<file path="src/cor_pkg.sv">
// Shared types and constants of the circle outline rasteriser.
`default_nettype none

package cor_pkg;

	localparam logic OP_START = 1'b0;
	localparam logic OP_NEXT  = 1'b1;

	localparam logic [2:0] OCT_LAST = 3'd7;

	localparam logic [15:0] DEC_INIT     = 16'd3;
	localparam logic [15:0] DEC_STEP_NEG = 16'd6;
	localparam logic [15:0] DEC_STEP_POS = 16'd10;

	localparam int unsigned QUEUE_DEPTH = 2;

	typedef struct packed {
		logic        is_start;
		logic [15:0] center_x;
		logic [15:0] center_y;
		logic [7:0]  radius;
		logic [15:0] color;
	} cmd_t;

endpackage

`default_nettype wire

</file>
<file path="src/cor_front.sv">
// Input side: decodes each item and holds it in a two-entry command queue.
`default_nettype none

module cor_front (
	input  wire logic          clk,
	input  wire logic          arst_n,
	input  wire logic          in_valid,
	output      logic          in_ready,
	input  wire logic          opcode,
	input  wire logic [15:0]   center_x,
	input  wire logic [15:0]   center_y,
	input  wire logic [7:0]    radius,
	input  wire logic [15:0]   color,
	output      logic          cmd_valid,
	input  wire logic          cmd_ready,
	output      cor_pkg::cmd_t cmd
);

	cor_pkg::cmd_t mem_q [cor_pkg::QUEUE_DEPTH];
	logic          wr_ptr_q;
	logic          rd_ptr_q;
	logic [1:0]    count_q;
	logic          push;
	logic          pop;
	cor_pkg::cmd_t cmd_in;

	always_comb begin
		cmd_in.is_start = (opcode == cor_pkg::OP_START);
		cmd_in.center_x = center_x;
		cmd_in.center_y = center_y;
		cmd_in.radius   = radius;
		cmd_in.color    = color;
	end

	assign in_ready  = (count_q != 2'(cor_pkg::QUEUE_DEPTH));
	assign push      = in_valid && in_ready;
	assign cmd_valid = (count_q != 2'd0);
	assign pop       = cmd_valid && cmd_ready;
	assign cmd       = mem_q[rd_ptr_q];

	always_ff @(posedge clk) begin
		if (push) begin
			mem_q[wr_ptr_q] <= cmd_in;
		end
	end

	always_ff @(posedge clk or negedge arst_n) begin
		if (!arst_n) begin
			wr_ptr_q <= 1'b0;
			rd_ptr_q <= 1'b0;
			count_q  <= 2'd0;
		end else begin
			if (push) wr_ptr_q <= ~wr_ptr_q;
			if (pop)  rd_ptr_q <= ~rd_ptr_q;
			if (push && !pop)      count_q <= count_q + 2'd1;
			else if (pop && !push) count_q <= count_q - 2'd1;
		end
	end

endmodule

`default_nettype wire

</file>
<file path="src/cor_back.sv">
// Execution side: circle stepping state, point generation and output register.
`default_nettype none

module cor_back #(
	parameter int unsigned COLOR_BITS = 16
) (
	input  wire logic          clk,
	input  wire logic          arst_n,
	input  wire logic          cmd_valid,
	output      logic          cmd_ready,
	input  wire cor_pkg::cmd_t cmd,
	output      logic          out_valid,
	input  wire logic          out_ready,
	output      logic [15:0]   pixel_x,
	output      logic [15:0]   pixel_y,
	output      logic [15:0]   pixel_color,
	output      logic          last_pixel
);

	localparam logic [15:0] COLOR_MASK =
		(COLOR_BITS >= 16) ? 16'hFFFF : 16'((32'd1 << COLOR_BITS) - 32'd1);

	logic              busy_q;
	logic [2:0]        oct_q;
	logic [7:0]        step_a_q;
	logic signed [8:0] step_b_q;
	logic [15:0]       decision_q;
	logic [15:0]       cx_q;
	logic [15:0]       cy_q;
	logic [15:0]       colour_q;

	logic              out_valid_q;
	logic [15:0]       px_q;
	logic [15:0]       py_q;
	logic [15:0]       pc_q;
	logic              last_q;

	logic              can_out;
	logic              emit;
	logic [15:0]       a16;
	logic [15:0]       b16;
	logic [15:0]       dx;
	logic [15:0]       dy;
	logic [7:0]        a_nxt;
	logic signed [8:0] b_nxt;
	logic signed [9:0] diff;
	logic [15:0]       dec_nxt;
	logic              last_nxt;

	assign can_out   = !out_valid_q || out_ready;
	assign cmd_ready = cmd.is_start || !busy_q || can_out;
	assign emit      = cmd_valid && cmd_ready && !cmd.is_start && busy_q;

	assign a16 = {8'd0, step_a_q};
	assign b16 = {{7{step_b_q[8]}}, step_b_q};

	always_comb begin
		unique case (oct_q)
			3'd0: begin dx = a16;              dy = 16'd0 - b16; end
			3'd1: begin dx = b16;              dy = 16'd0 - a16; end
			3'd2: begin dx = b16;              dy = a16;         end
			3'd3: begin dx = a16;              dy = b16;         end
			3'd4: begin dx = 16'd0 - a16;      dy = b16;         end
			3'd5: begin dx = 16'd0 - b16;      dy = a16;         end
			3'd6: begin dx = 16'd0 - a16;      dy = 16'd0 - b16; end
			default: begin dx = 16'd0 - b16;   dy = 16'd0 - a16; end
		endcase
	end

	always_comb begin
		a_nxt = step_a_q + 8'd1;
		diff  = $signed({2'b00, a_nxt}) - $signed({step_b_q[8], step_b_q});
		if (decision_q[15]) begin
			dec_nxt = decision_q + {6'd0, a_nxt, 2'b00} + cor_pkg::DEC_STEP_NEG;
			b_nxt   = step_b_q;
		end else begin
			dec_nxt = decision_q + cor_pkg::DEC_STEP_POS
				+ {{4{diff[9]}}, diff, 2'b00};
			b_nxt   = step_b_q - 9'sd1;
		end
		last_nxt = (oct_q == cor_pkg::OCT_LAST)
			&& ($signed({2'b00, a_nxt}) > $signed({b_nxt[8], b_nxt}));
	end

	always_ff @(posedge clk or negedge arst_n) begin
		if (!arst_n) begin
			busy_q     <= 1'b0;
			oct_q      <= 3'd0;
			step_a_q   <= 8'd0;
			step_b_q   <= 9'sd0;
			decision_q <= 16'd0;
			cx_q       <= 16'd0;
			cy_q       <= 16'd0;
			colour_q   <= 16'd0;
		end else if (cmd_valid && cmd_ready) begin
			if (cmd.is_start) begin
				busy_q     <= 1'b1;
				oct_q      <= 3'd0;
				step_a_q   <= 8'd0;
				step_b_q   <= $signed({1'b0, cmd.radius});
				decision_q <= cor_pkg::DEC_INIT - {7'd0, cmd.radius, 1'b0};
				cx_q       <= cmd.center_x;
				cy_q       <= cmd.center_y;
				colour_q   <= cmd.color & COLOR_MASK;
			end else if (busy_q) begin
				if (oct_q == cor_pkg::OCT_LAST) begin
					oct_q      <= 3'd0;
					step_a_q   <= a_nxt;
					step_b_q   <= b_nxt;
					decision_q <= dec_nxt;
					if (last_nxt) busy_q <= 1'b0;
				end else begin
					oct_q <= oct_q + 3'd1;
				end
			end
		end
	end

	always_ff @(posedge clk or negedge arst_n) begin
		if (!arst_n) begin
			out_valid_q <= 1'b0;
		end else if (emit) begin
			out_valid_q <= 1'b1;
		end else if (out_ready) begin
			out_valid_q <= 1'b0;
		end
	end

	always_ff @(posedge clk) begin
		if (emit) begin
			px_q   <= cx_q + dx;
			py_q   <= cy_q + dy;
			pc_q   <= colour_q;
			last_q <= last_nxt;
		end
	end

	assign out_valid   = out_valid_q;
	assign pixel_x     = px_q;
	assign pixel_y     = py_q;
	assign pixel_color = pc_q;
	assign last_pixel  = last_q;

	// While a circle runs the column offset never passes the row offset.
	a_le_b: assert property (@(posedge clk) disable iff (!arst_n)
		busy_q |-> ($signed({2'b00, step_a_q}) <= $signed({step_b_q[8], step_b_q})))
		else $error("step a exceeds step b while busy");

	idle_oct_zero: assert property (@(posedge clk) disable iff (!arst_n)
		!busy_q |-> (oct_q == 3'd0))
		else $error("octant index not cleared while idle");

	last_ends: assert property (@(posedge clk) disable iff (!arst_n)
		(emit && last_nxt) |=> (!busy_q && last_q && out_valid_q))
		else $error("final point did not end the circle");

	emit_shown: assert property (@(posedge clk) disable iff (!arst_n)
		emit |-> can_out)
		else $error("point generated while output register full");

endmodule

`default_nettype wire

</file>
<file path="src/circle_outline_rasterizer.sv">
// Top level of the midpoint circle outline rasteriser.
//
//  Channel | Handshake            | Payload
//  --------+----------------------+-----------------------------------------
//  input   | in_valid / in_ready  | opcode, center_x, center_y, radius, color
//  output  | out_valid / out_ready| pixel_x, pixel_y, pixel_color, last_pixel
//
// One item is taken per cycle while the queue has room; a next item of a running
// circle gives its pixel in the cycle after it leaves the two-entry command queue.
// The back end gives one pixel per clock while the output is not stalled, as the
// point and the next decision are computed combinationally. A start item passes
// through and gives no transfer. Reset is asynchronous and leaves the block idle.
// A stalled output holds the back end, and the queue absorbs two items.
`default_nettype none

module circle_outline_rasterizer #(
	parameter int unsigned COLOR_BITS = 16
) (
	input  wire logic        clk,
	input  wire logic        arst_n,
	input  wire logic        in_valid,
	output      logic        in_ready,
	input  wire logic        opcode,
	input  wire logic [15:0] center_x,
	input  wire logic [15:0] center_y,
	input  wire logic [7:0]  radius,
	input  wire logic [15:0] color,
	output      logic        out_valid,
	input  wire logic        out_ready,
	output      logic [15:0] pixel_x,
	output      logic [15:0] pixel_y,
	output      logic [15:0] pixel_color,
	output      logic        last_pixel
);

	logic          cmd_valid;
	logic          cmd_ready;
	cor_pkg::cmd_t cmd;

	cor_front u_front (
		.clk       (clk),
		.arst_n    (arst_n),
		.in_valid  (in_valid),
		.in_ready  (in_ready),
		.opcode    (opcode),
		.center_x  (center_x),
		.center_y  (center_y),
		.radius    (radius),
		.color     (color),
		.cmd_valid (cmd_valid),
		.cmd_ready (cmd_ready),
		.cmd       (cmd)
	);

	cor_back #(
		.COLOR_BITS (COLOR_BITS)
	) u_back (
		.clk         (clk),
		.arst_n      (arst_n),
		.cmd_valid   (cmd_valid),
		.cmd_ready   (cmd_ready),
		.cmd         (cmd),
		.out_valid   (out_valid),
		.out_ready   (out_ready),
		.pixel_x     (pixel_x),
		.pixel_y     (pixel_y),
		.pixel_color (pixel_color),
		.last_pixel  (last_pixel)
	);

endmodule

`default_nettype wire

</file>
<file path="config.mk">
export PLATFORM = sky130hd
export DESIGN_NAME = circle_outline_rasterizer
export DESIGN_NICKNAME = d
export VERILOG_FILES = /design/src/cor_pkg.sv /design/src/cor_front.sv /design/src/cor_back.sv /design/src/circle_outline_rasterizer.sv
export SDC_FILE = /design/constraint.sdc
export NUM_CORES = 1
export LEC_CHECK = 0
export ABC_AREA = 1
export BUFFER_PORTS_ARGS = -buffer_cell sky130_fd_sc_hd__buf_2
export CAP_MARGIN = 20
export CORE_MARGIN = 2
export CORE_UTILIZATION = 61
export DETAILED_ROUTE_END_ITERATION = 7
export PLACE_DENSITY = 0.81
export SYNTH_ARGS = -nofsm -noshare
export SYNTH_HDL_FRONTEND = slang
export SYNTH_SLANG_ARGS = --single-unit
</file>
<file path="constraint.sdc">
create_clock -name clk -period 4.8 [get_ports clk]
set_input_delay 0 -clock clk [delete_from_list [all_inputs] [get_ports clk]]
set_output_delay 0 -clock clk [all_outputs]
set_load 0.1 [all_outputs]
</file>
# Yosys cells after proc, flatten, opt, wreduce, memory -nomap -nowiden
# Memory sizes are Yosys's and may differ from the RTL's.
# Cells that the tools add are included.
[word_totals]
out_inout_bits = 51
reg_bits = 139
mem_bits_rw = 114
n_memories = 1
inputBits = 61
wordCells = 100
[op_classes]
bitwise = 3
magnitude_cmp = 1
n_mux = 26
reduce_logical = 30
add_sub_neg = 15
eq_ne = 8
[mem_list]
columns = ["memory", "words", "word_bits", "rd", "rd_clocked_by_memory_dff", "wr", "line", "rtl"]
rows = [
  ["u_front.mem_q", 2, 57, 1, 0, 1, "cor_front.sv:19", "cor_pkg::cmd_t mem_q [cor_pkg::QUEUE_DEPTH];"],
]
[op_table]
columns = ["op", "count"]
rows = [
  ["$pmux W16 S3", 2],
  ["$mux W16", 4],
  ["$add A16 B16 Y16", 3],
  ["$mux W9", 4],
  ["$mux W8", 3],
  ["$add A16 B10 Y16", 1],
  ["$add A16 B3 Y16 const B", 1],
  ["$add A16 B4 Y16 const B", 1],
  ["$eq A3 B3 Y1 const B", 4],
  ["$reduce_or A2 Y1", 6],
  ["$reduce_bool A2 Y1", 5],
  ["$sub A1 B9 Y10 const A", 1],
  ["$sub A2 B9 Y10 const A", 1],
  ["$sub A9 B9 Y10", 1],
  ["$gt A9 B9 Y1", 1],
  ["$mux W3", 3],
  ["$sub A1 B8 Y9 const A", 1],
  ["$sub A9 B2 Y9 const B", 1],
  ["$add A8 B1 Y8 const B", 1],
  ["$mux W1", 8],
  ["$logic_and A1 B1 Y1", 7],
  ["$eq A3 B2 Y1 const B", 2],
  ["$logic_not A1 Y1", 5],
  ["$mux W2", 2],
  ["other kinds (10)", 15],
]

# Logic depth before layout (Yosys ltp)
# Gate-level depths: netlist of the first run.
[depth]
word_depth = 8
depth_mapped = 29
mapped_depth_nobuf = 28

# Cells and area by module
# Synthesis of the first run repeated with hierarchy kept, for this count alone.
[hier_totals]
cells_unflattened = 1525
area_unflattened_um2 = 13898.3
[modules_own_cells]
columns = ["mod", "cells_each", "area_each_um2", "instances", "seq_area_each_um2"]
rows = [
  ["cor_back", 1197, 9516.6, 1, 3598.5],
  ["cor_front", 328, 4381.7, 1, 3523.4],
]

# Worst setup path before layout of the first run
# OpenSTA, ideal clock, no wires.
[synth_timing]
kind = "flip-flop to flip-flop"
from = "reg u_front.count_q[0]"
to = "mem u_front.mem_q[1][0] (netlist name) (enable)"
arrival_time_ps = 3748
slack_ps = 578
stages_incl_launch_ff = 5
period_less_slack_ps = 4222
n_path_buf = 0
required_time_ps = 4326
setup_ps = 474
path_cell_list = "dfrtp_1 inv_1 nand2_1 nand2_1 nor2_1"
[synth_via]
elab_chain_cells = 4
[synth_rtl]
columns = ["element", "line", "rtl"]
rows = [
  ["start: declaration", "cor_front.sv:22", "logic [1:0] count_q;"],
  ["start signal: assignment", "cor_front.sv:55", "if (push && !pop) count_q <= count_q + 2'd1;"],
  ["start signal: assignment", "cor_front.sv:56", "else if (pop && !push) count_q <= count_q - 2'd1;"],
  ["$ne A2 B2 Y1", "cor_front.sv:35", "assign in_ready = (count_q != 2'(cor_pkg::QUEUE_DEPTH));"],
  ["via in_ready", "circle_outline_rasterizer.sv:22", "output logic in_ready,"],
  ["$logic_and A1 B1 Y1", "cor_front.sv:36", "assign push = in_valid && in_ready;"],
  ["$mux W1", "cor_front.sv:42", "if (push) begin"],
  ["$mux W1 (implied by the code)", "cor_front.sv:43", "mem_q[wr_ptr_q] <= cmd_in;"],
  ["end: declaration", "cor_front.sv:19", ""],
]
# The timed path passes the listed nets, and every way through them passes these cells.

# Worst setup path in the final report of the first run
[layout_timing]
from = "reg u_back.step_a_q[0]"
to = "reg u_back.decision_q[12]"
[layout_via]
elab_chain_cells = 7
elab_cells_between_ends = 9
cone_classes = "5 x add/sub; 4 x mux"
[layout_rtl]
columns = ["element", "line", "rtl"]
rows = [
  ["start: declaration", "cor_back.sv:25", "logic [7:0] step_a_q;"],
  ["start signal: assignment", "cor_back.sv:108", "step_a_q <= a_nxt;"],
  ["$add A8 B1 Y8 (*)", "cor_back.sv:71", "a_nxt = step_a_q + 8'd1;"],
  ["$add A16 B10 Y16 or $sub A9 B9 Y10 (tied branches)", "cor_back.sv:74, cor_back.sv:72", ""],
  ["$add A16 B3 Y16 or $add A16 B16 Y16 (tied branches)", "cor_back.sv:74, cor_back.sv:78", ""],
  ["$mux W16 (*)", "cor_back.sv:73", "if (decision_q[15]) begin"],
  ["$mux W16 (*)", "cor_back.sv:106", "if (oct_q == cor_pkg::OCT_LAST) begin"],
  ["$mux W16 (*)", "cor_back.sv:105", "end else if (busy_q) begin"],
  ["$mux W16 (*)", "cor_back.sv:96", "if (cmd.is_start) begin"],
  ["end signal: assignment", "cor_back.sv:101", "decision_q <= cor_pkg::DEC_INIT - {7'd0, cmd.radius, 1'b0};"],
  ["end signal: assignment", "cor_back.sv:110", "decision_q <= dec_nxt;"],
  ["end: declaration", "cor_back.sv:27", "logic [15:0] decision_q;"],
]
# Every way passes the cells marked *; elsewhere a longest branch is shown, timed or not. The select of a mux whose other input is x is not followed.
# A chain may end at the register's enable or synchronous reset.

==> out/metrics.cfg, run 1 <==
[cts]
numCtsBuffers=26
htreeDepth=1
cts_sinks=252
cts_buffer_depth=3
insertion_delay_ns=0.54
cts_setup_buffers=0
cts_tree=built
clk_pin_slew_ns=0.06
post_cts_resize_count=0
clock-root-buffer=clkbuf_16

[finish]
num-fill-cells=1567
syn_to_final_growth_pct=16.8
final_common_cell=nand2_1
final_cell_mix=nand2_1 (345), edfxtp_1 (163), nor2_1 (129)
num_antenna_cells=0
layout.nets=1780
layout-drive-gt1-share_pct=11.8

[yosys]
synthArstFlopShare_pct=35.3
postSynthRegisterBits=252
syn_inst=1441
yosys.area_share.simple_pct=18.0
synth_cell_type_count=51
yosys.area_share.adder_pct=9.87
yosys.area.top_type=edfxtp_1
ys_top_cells_by_area=edfxtp_1 (36%), dfrtp_1 (16%), nand2_1 (9.5%)
synthXorXnorAreaFrac_pct=3.97
synth_compound_area_share_pct=10.9
syn_area_sq_um=13700
ys_seq_area_share_pct=52.0
syn-num-nets=1607
synth_edf_count=163
synth_area_per_cell_sq_um=9.50
post-synth-top-area-fraction_pct=35.8
yosys_warnings=0
synth_top_family_by_area=simple AND/OR/NAND/NOR gates
muxShareOfSynthArea_pct=0.219
synth-main-ff-cell=edfxtp_1

[route]
drtAntennaViolNets=0
routedWlPerCell_um=18.3
wl_mm=35.0
post-route-drc-count=0
vias_per_cell=5.82
vias=11100
first_pass_iters=8
drt-initial-drc-count=1000

[timing]
slew_headroom_pct=30.2
setup_viol=0
fin_crit_ns=4.31
clock_skew_ns=0.0123
clock.fmax_mhz=232
fin_setup_tns_ns=0
rsz0062_at_grt=no
maxSlewViolCount=0
worst_pin_slew_ns=1.05
fin_crit_sh_pct=89.9
finalHoldViolCount=0

[hold_path]
worstHoldPathCells=2
worst_hold_startpoint=center_x[4]
hold_path_class=input port to flop
min_to=u_front.mem_q[1][44]

[global_route]
grt_pass1_wl_mm=56.7
grt_max_degree=67
grt-busiest-layer=met2
use_met3_pct=5.16
first_global_vias=11100
grt_overflow=0
met2_usage_pct=49.9
antenna_found_initial=0
grt_use_met1_pct=40.2
track_usage_pct=29.6

[die]
start_util_pct=62.5
fp-row-count=54
die_w_um=154
io-pin-count=112
die-area_sq_um=23600
die_y_um=154
core_sq_um=21900

[critical_path]
required_ns=5.20
rr_endpoint=u_back.decision_q[12]
critical_path.top_delay_family=simple AND/OR/NAND/NOR gates
crit_path_end_kind=flop
critPathArrivalTime_ns=4.72
timing.reg2reg.setup_slack_ns=0.49
worstSetupPathType=flop to flop
critical_path.slowest_cell=dfrtp_1
path_cells=inv_1 > nor3_1 > nand3_1 > nor2_1 > nand2_1 > xor2_1 > inv_1 > ha_1 > nand2_1 > inv_1 > a21boi_0 > nand4_1 > inv_1 > ha_1 > ha_1 > nand2_1 > nor2_1 > o21ai_0 > nand3_1 > nand2_1 > nand3_1 > o21ai_0 > nand2_1 > nand3_1
path_buf_inv=4
slowest_delay_ns=0.49
reg2reg_from=u_back.step_a_q[0]
worstRegToRegCells=24
crit_fanout=9
cp-start-kind=flop
crit_top_cell=nand2_1

[outcome]
status=finished clean

[placement]
dp_hpwl_mm=23.0
io_buffer_count=111
place.gp.congestion=0.921

[job]
cap_violations=0

-- what timing repair did --
action / CTS / global route
hold buffers: 62 / 0
endpoints found under the setup margin: 0 / 0
hold endpoints to repair: 152 / 0
-- worst max path at each step --
stage / from / to / slack, ns / depth (start not counted)
floorplan: u_front.count_q[0] / u_front.mem_q[1][0] / 0.58 / 4
global placement: u_back.step_a_q[0] / u_back.decision_q[10] / 0.61 / 21
detailed placement: u_back.step_a_q[0] / u_back.decision_q[12] / 0.56 / 24
CTS: u_back.step_a_q[0] / u_back.decision_q[15] / 0.54 / 28
global route: u_back.step_a_q[0] / u_back.decision_q[15] / 0.009 / 28
finish: u_back.step_a_q[0] / u_back.decision_q[12] / 0.49 / 24
-- final cells by class --
cell class              count  area, sq um  area share [%]
clock inverters            11          116           0.728
repair buffers            181         1260            7.90
flip-flops and latches    252         7120            44.6
clock buffers              37          722            4.52
inverters                 136          517            3.23
well taps                 280          350            2.19
multi-input cells        1017         5890            36.9
-- cells in the mapped netlist, types with 4 or more instances --
library cell,n
o21ai_2,7
a21boi_0,4
inv_2,6
xor2_1,50
nor2_1,131
o22ai_1,13
buf_2,9
inv_1,124
edfxtp_1,163
ha_1,100
nand2_1,345
dfrtp_1,89
a211oi_1,4
nand3_1,81
a21o_1,10
nand4_1,12
o2111ai_1,11
nor3_1,10
clkbuf_1,19
a21oi_1,72
o21ai_1,11
xnor2_1,12
o21ai_0,50
fa_1,5
a31oi_1,52
-- metal layers --
layer,up-vias,share of wire (%)
met1,5293,42
met2,451,49
met3,79,7.3
li1,5311,-
met4,0,2.5
met5,-,0
-- logic make-up after synthesis --
kind of cell	after synthesis
AOI/OAI and AO/OA	248
xor gates and xnor gates	62
adders and majority gates	105
buffers and inverters	172
DFF	252
muxes	3
and+or+nand+nor	599
-- metrics by stage --
step / instances / setup slack (ns) / instance area [sq um] / hold WS [ns] / util [%]
floorplan: 1441 / 0.578 / 13700 / -0.296 / -
global placement: 1803 / 0.611 / 14500 / 0.00769 / 66.3
detailed placement: 1803 / 0.560 / 14500 / 0.0142 / 66.3
CTS: 1913 / 0.536 / 16000 / 0.158 / 72.9
global route: 1914 / 0.00929 / 16000 / 0.174 / 73.0
finish: 1914 / 0.485 / 16000 / 0.179 / 73.0
-- worst register-to-register path, cell delays in order, from the launching register on --
cell	delay (ns)
dfrtp_1	0.49
inv_1	0.13
nor3_1	0.35
nand3_1	0.20
nor2_1	0.12
nand2_1	0.07
xor2_1	0.17
inv_1	0.10
ha_1	0.33
nand2_1	0.11
inv_1	0.05
a21boi_0	0.15
nand4_1	0.16
inv_1	0.20
ha_1	0.27
ha_1	0.34
nand2_1	0.12
nor2_1	0.14
o21ai_0	0.17
nand3_1	0.11
nand2_1	0.05
nand3_1	0.10
o21ai_0	0.12
nand2_1	0.07
nand3_1	0.06
-- flip-flops by register name (all words and copies together), names as in the netlist, 9 cells and up --
signal              count
u_back.step_b_q         9
u_back.pixel_color     16
u_back.pixel_y         16
u_back.colour_q        16
u_back.decision_q      15
u_back.cy_q            16
u_back.cx_q            16
u_front.mem_q         114
u_back.pixel_x         16
Power of run 1 is not shown: default switching activity piles up to over one toggle a cycle in this logic, so the estimate is an artifact.
==> run 2: changes to the inputs <==
CELL_PAD_IN_SITES_DETAIL_PLACEMENT = 0   (was unset)
CELL_PAD_IN_SITES_GLOBAL_PLACEMENT = 2   (was unset)
CORE_UTILIZATION = 39   (was 61)
PLACE_DENSITY = unset   (was 0.81)
PLACE_DENSITY_LB_ADDON = 0.1   (was unset)
==> run 2 against run 1 <==
  * The run now ends with hold timing left
  * Cell area increased by 2.3%
  * Register-to-register slack improved by 0.095 ns
  * Via count decreased by 5.4%
  * Critical path depth increased by 4
  * Clock-buffer cell count increased by 4
  * Critical path type unchanged
  * Flip-flop and latch count unchanged
  * Highest routed layer unchanged
  * Clock skew increased by 0.022 ns
==> out/metrics.cfg, run 2 (synthesis gave the netlist of run 1 again) <==
[outcome]
status=complete, but fails checks
violations=hold timing

[cts]
cts_sinks=252  ; unchanged
clock-root-buffer=clkbuf_16
numCtsBuffers=28  ; +7.7%
htreeDepth=1  ; unchanged
cts_buffer_depth=3  ; unchanged
insertion_delay_ns=0.58  ; +0.04 ns
cts_setup_buffers=0  ; unchanged
cts_tree=built
clk_pin_slew_ns=0.06  ; about the same

[finish]
layout.nets=1784  ; +0.22%
layout-drive-gt1-share_pct=12.3  ; +0.51 points
regMostFlops=u_front.mem_q
num_antenna_cells=0  ; unchanged
syn_to_final_growth_pct=19.5
final_cell_mix=nand2_1 (345), edfxtp_1 (163), nor2_1 (129)
largest_register_ffs=114  ; unchanged
final_common_cell=nand2_1

[placement]
place.gp.congestion=0.864  ; -6.1%
io_buffer_count=111  ; unchanged
dp_hpwl_mm=26.2  ; +14%

[route]
vias_per_cell=5.03  ; -14%
wl_mm=36.1  ; +3.1%
drtAntennaViolNets=0  ; unchanged
drt-initial-drc-count=584  ; -42%
vias=10500  ; -5.4%
routedWlPerCell_um=17.2  ; -5.8%
post-route-drc-count=0  ; unchanged
first_pass_iters=5  ; -3

[hold_path]
hold_path_class=input port to async pin

[die]
die_y_um=191  ; +24%
fp-row-count=68  ; +26%
start_util_pct=39.6  ; -23 points
die_w_um=191  ; +24%
io-pin-count=112  ; unchanged
core_sq_um=34500  ; +58%
die-area_sq_um=36600  ; +55%

[timing]
worst_hold_slack_ns=-0.00339  ; -0.182 ns
rsz0062_at_grt=no
finalHoldViolCount=4  ; +4
fin_setup_tns_ns=0  ; unchanged
maxSlewViolCount=0  ; unchanged
fin_crit_sh_pct=87.9  ; -2.0 points
setup_viol=0  ; unchanged
fin_crit_ns=4.22  ; -0.0953 ns
slew_headroom_pct=52.5  ; +22 points
clock.fmax_mhz=237  ; +2.3%
worst_pin_slew_ns=0.713  ; -0.333 ns
clock_skew_ns=0.0341  ; +0.0217 ns

[critical_path]
worstRegToRegCells=28  ; +17%
crit_top_cell=nand2_1
crit_start=u_back.step_a_q[0]
crit_path_end_kind=flop
cp-endpoint=u_back.decision_q[15]
critical_path.slowest_cell=dfrtp_1
slowest_delay_ns=0.52  ; +0.03 ns
crit_fanout=9  ; unchanged
timing.reg2reg.setup_slack_ns=0.58  ; +0.10 ns
cp-start-kind=flop
worstSetupPathType=flop to flop
rr_endpoint=u_back.decision_q[15]
critPathArrivalTime_ns=4.66  ; -0.06 ns
required_ns=5.24  ; +0.04 ns
reg2reg_from=u_back.step_a_q[0]

[global_route]
antenna_found_initial=0  ; unchanged
track_usage_pct=20.2  ; -9.4 points
grt_pass1_wl_mm=57.2  ; +0.84%
grt_max_degree=65  ; -3.0%
grt_overflow=0  ; unchanged
first_global_vias=10300  ; -7.2%

[job]
cap_violations=0  ; unchanged

-- run 2: cell count changes in the layout (fill, tap and decap cells not counted), moves of 2 or more --
cell           change
clkinv_2           -2
clkinv_1           -2
buf_4              +5
bufinv_16          +3
dlygate4sd3_1      -2
clkbuf_1           +2
clkbuf_16          +2
-- run 2: area by class of cell --
class                           instances  area [sq um]
Multi-Input combinational cell       1017          5900
Tap cell                              455           569
Sequential cell                       252          7120
Clock buffer                           41           779
Inverter                              136           517
Clock inverter                         11           200
Timing Repair Buffer                  183          1260
Fill cell                            3344         18200
-- run 2: worst min path at each step --
stage / slack [ns] / endpoint / start
after global placement: 0.08 / u_back.colour_q[14] / arst_n
after global routing: 0.04 / u_back.colour_q[13] / arst_n
final: -0.003 / u_back.colour_q[13] / arst_n
after detailed placement: 0.09 / u_back.colour_q[14] / arst_n
after floorplan: -0.30 / u_back.busy_q / arst_n
after CTS: 0.006 / u_back.colour_q[13] / arst_n
-- run 2: critical path, delay by kind of cell, from the launching register on --
family / cells / cell delay, ns
fa+ha+maj: 3 / 0.97
xor+xnor: 1 / 0.16
simple gates: 18 / 1.75
flops: 1 / 0.52
buf+inv: 5 / 0.52
compound gates: 1 / 0.15
-- run 2: through the flow --
step	util [%]	cell area (sq um)	instances	setup WS, ns	hold slack (ns)
floorplan	-	13700	1441	0.578	-0.296
global placement	42.7	14800	1983	0.492	0.0843
detailed placement	42.7	14800	1983	0.431	0.0909
CTS	47.3	16300	2095	0.410	0.00581
global route	47.3	16300	2095	0.0292	0.0406
finish	47.3	16300	2095	0.580	-0.00339
-- run 2: timing repair --
item	4_1_cts	5_1_grt
endpoints found under the setup margin	0	1
endpoints found under the hold margin	160	0
gates resized for setup	0	1
hold buffers	60	0
-- run 2: metal layers --
metal | part of all wire, % | vias up | GRT usage (%)
li1 | - | 5314 | -
met1 | 48 | 4939 | 29.0
met2 | 46 | 242 | 32.5
met4 | 1.9 | 0 | 4.85
met3 | 4.5 | 38 | 2.68
met5 | 0 | - | 0
Power of run 2 is left out for the same reason.
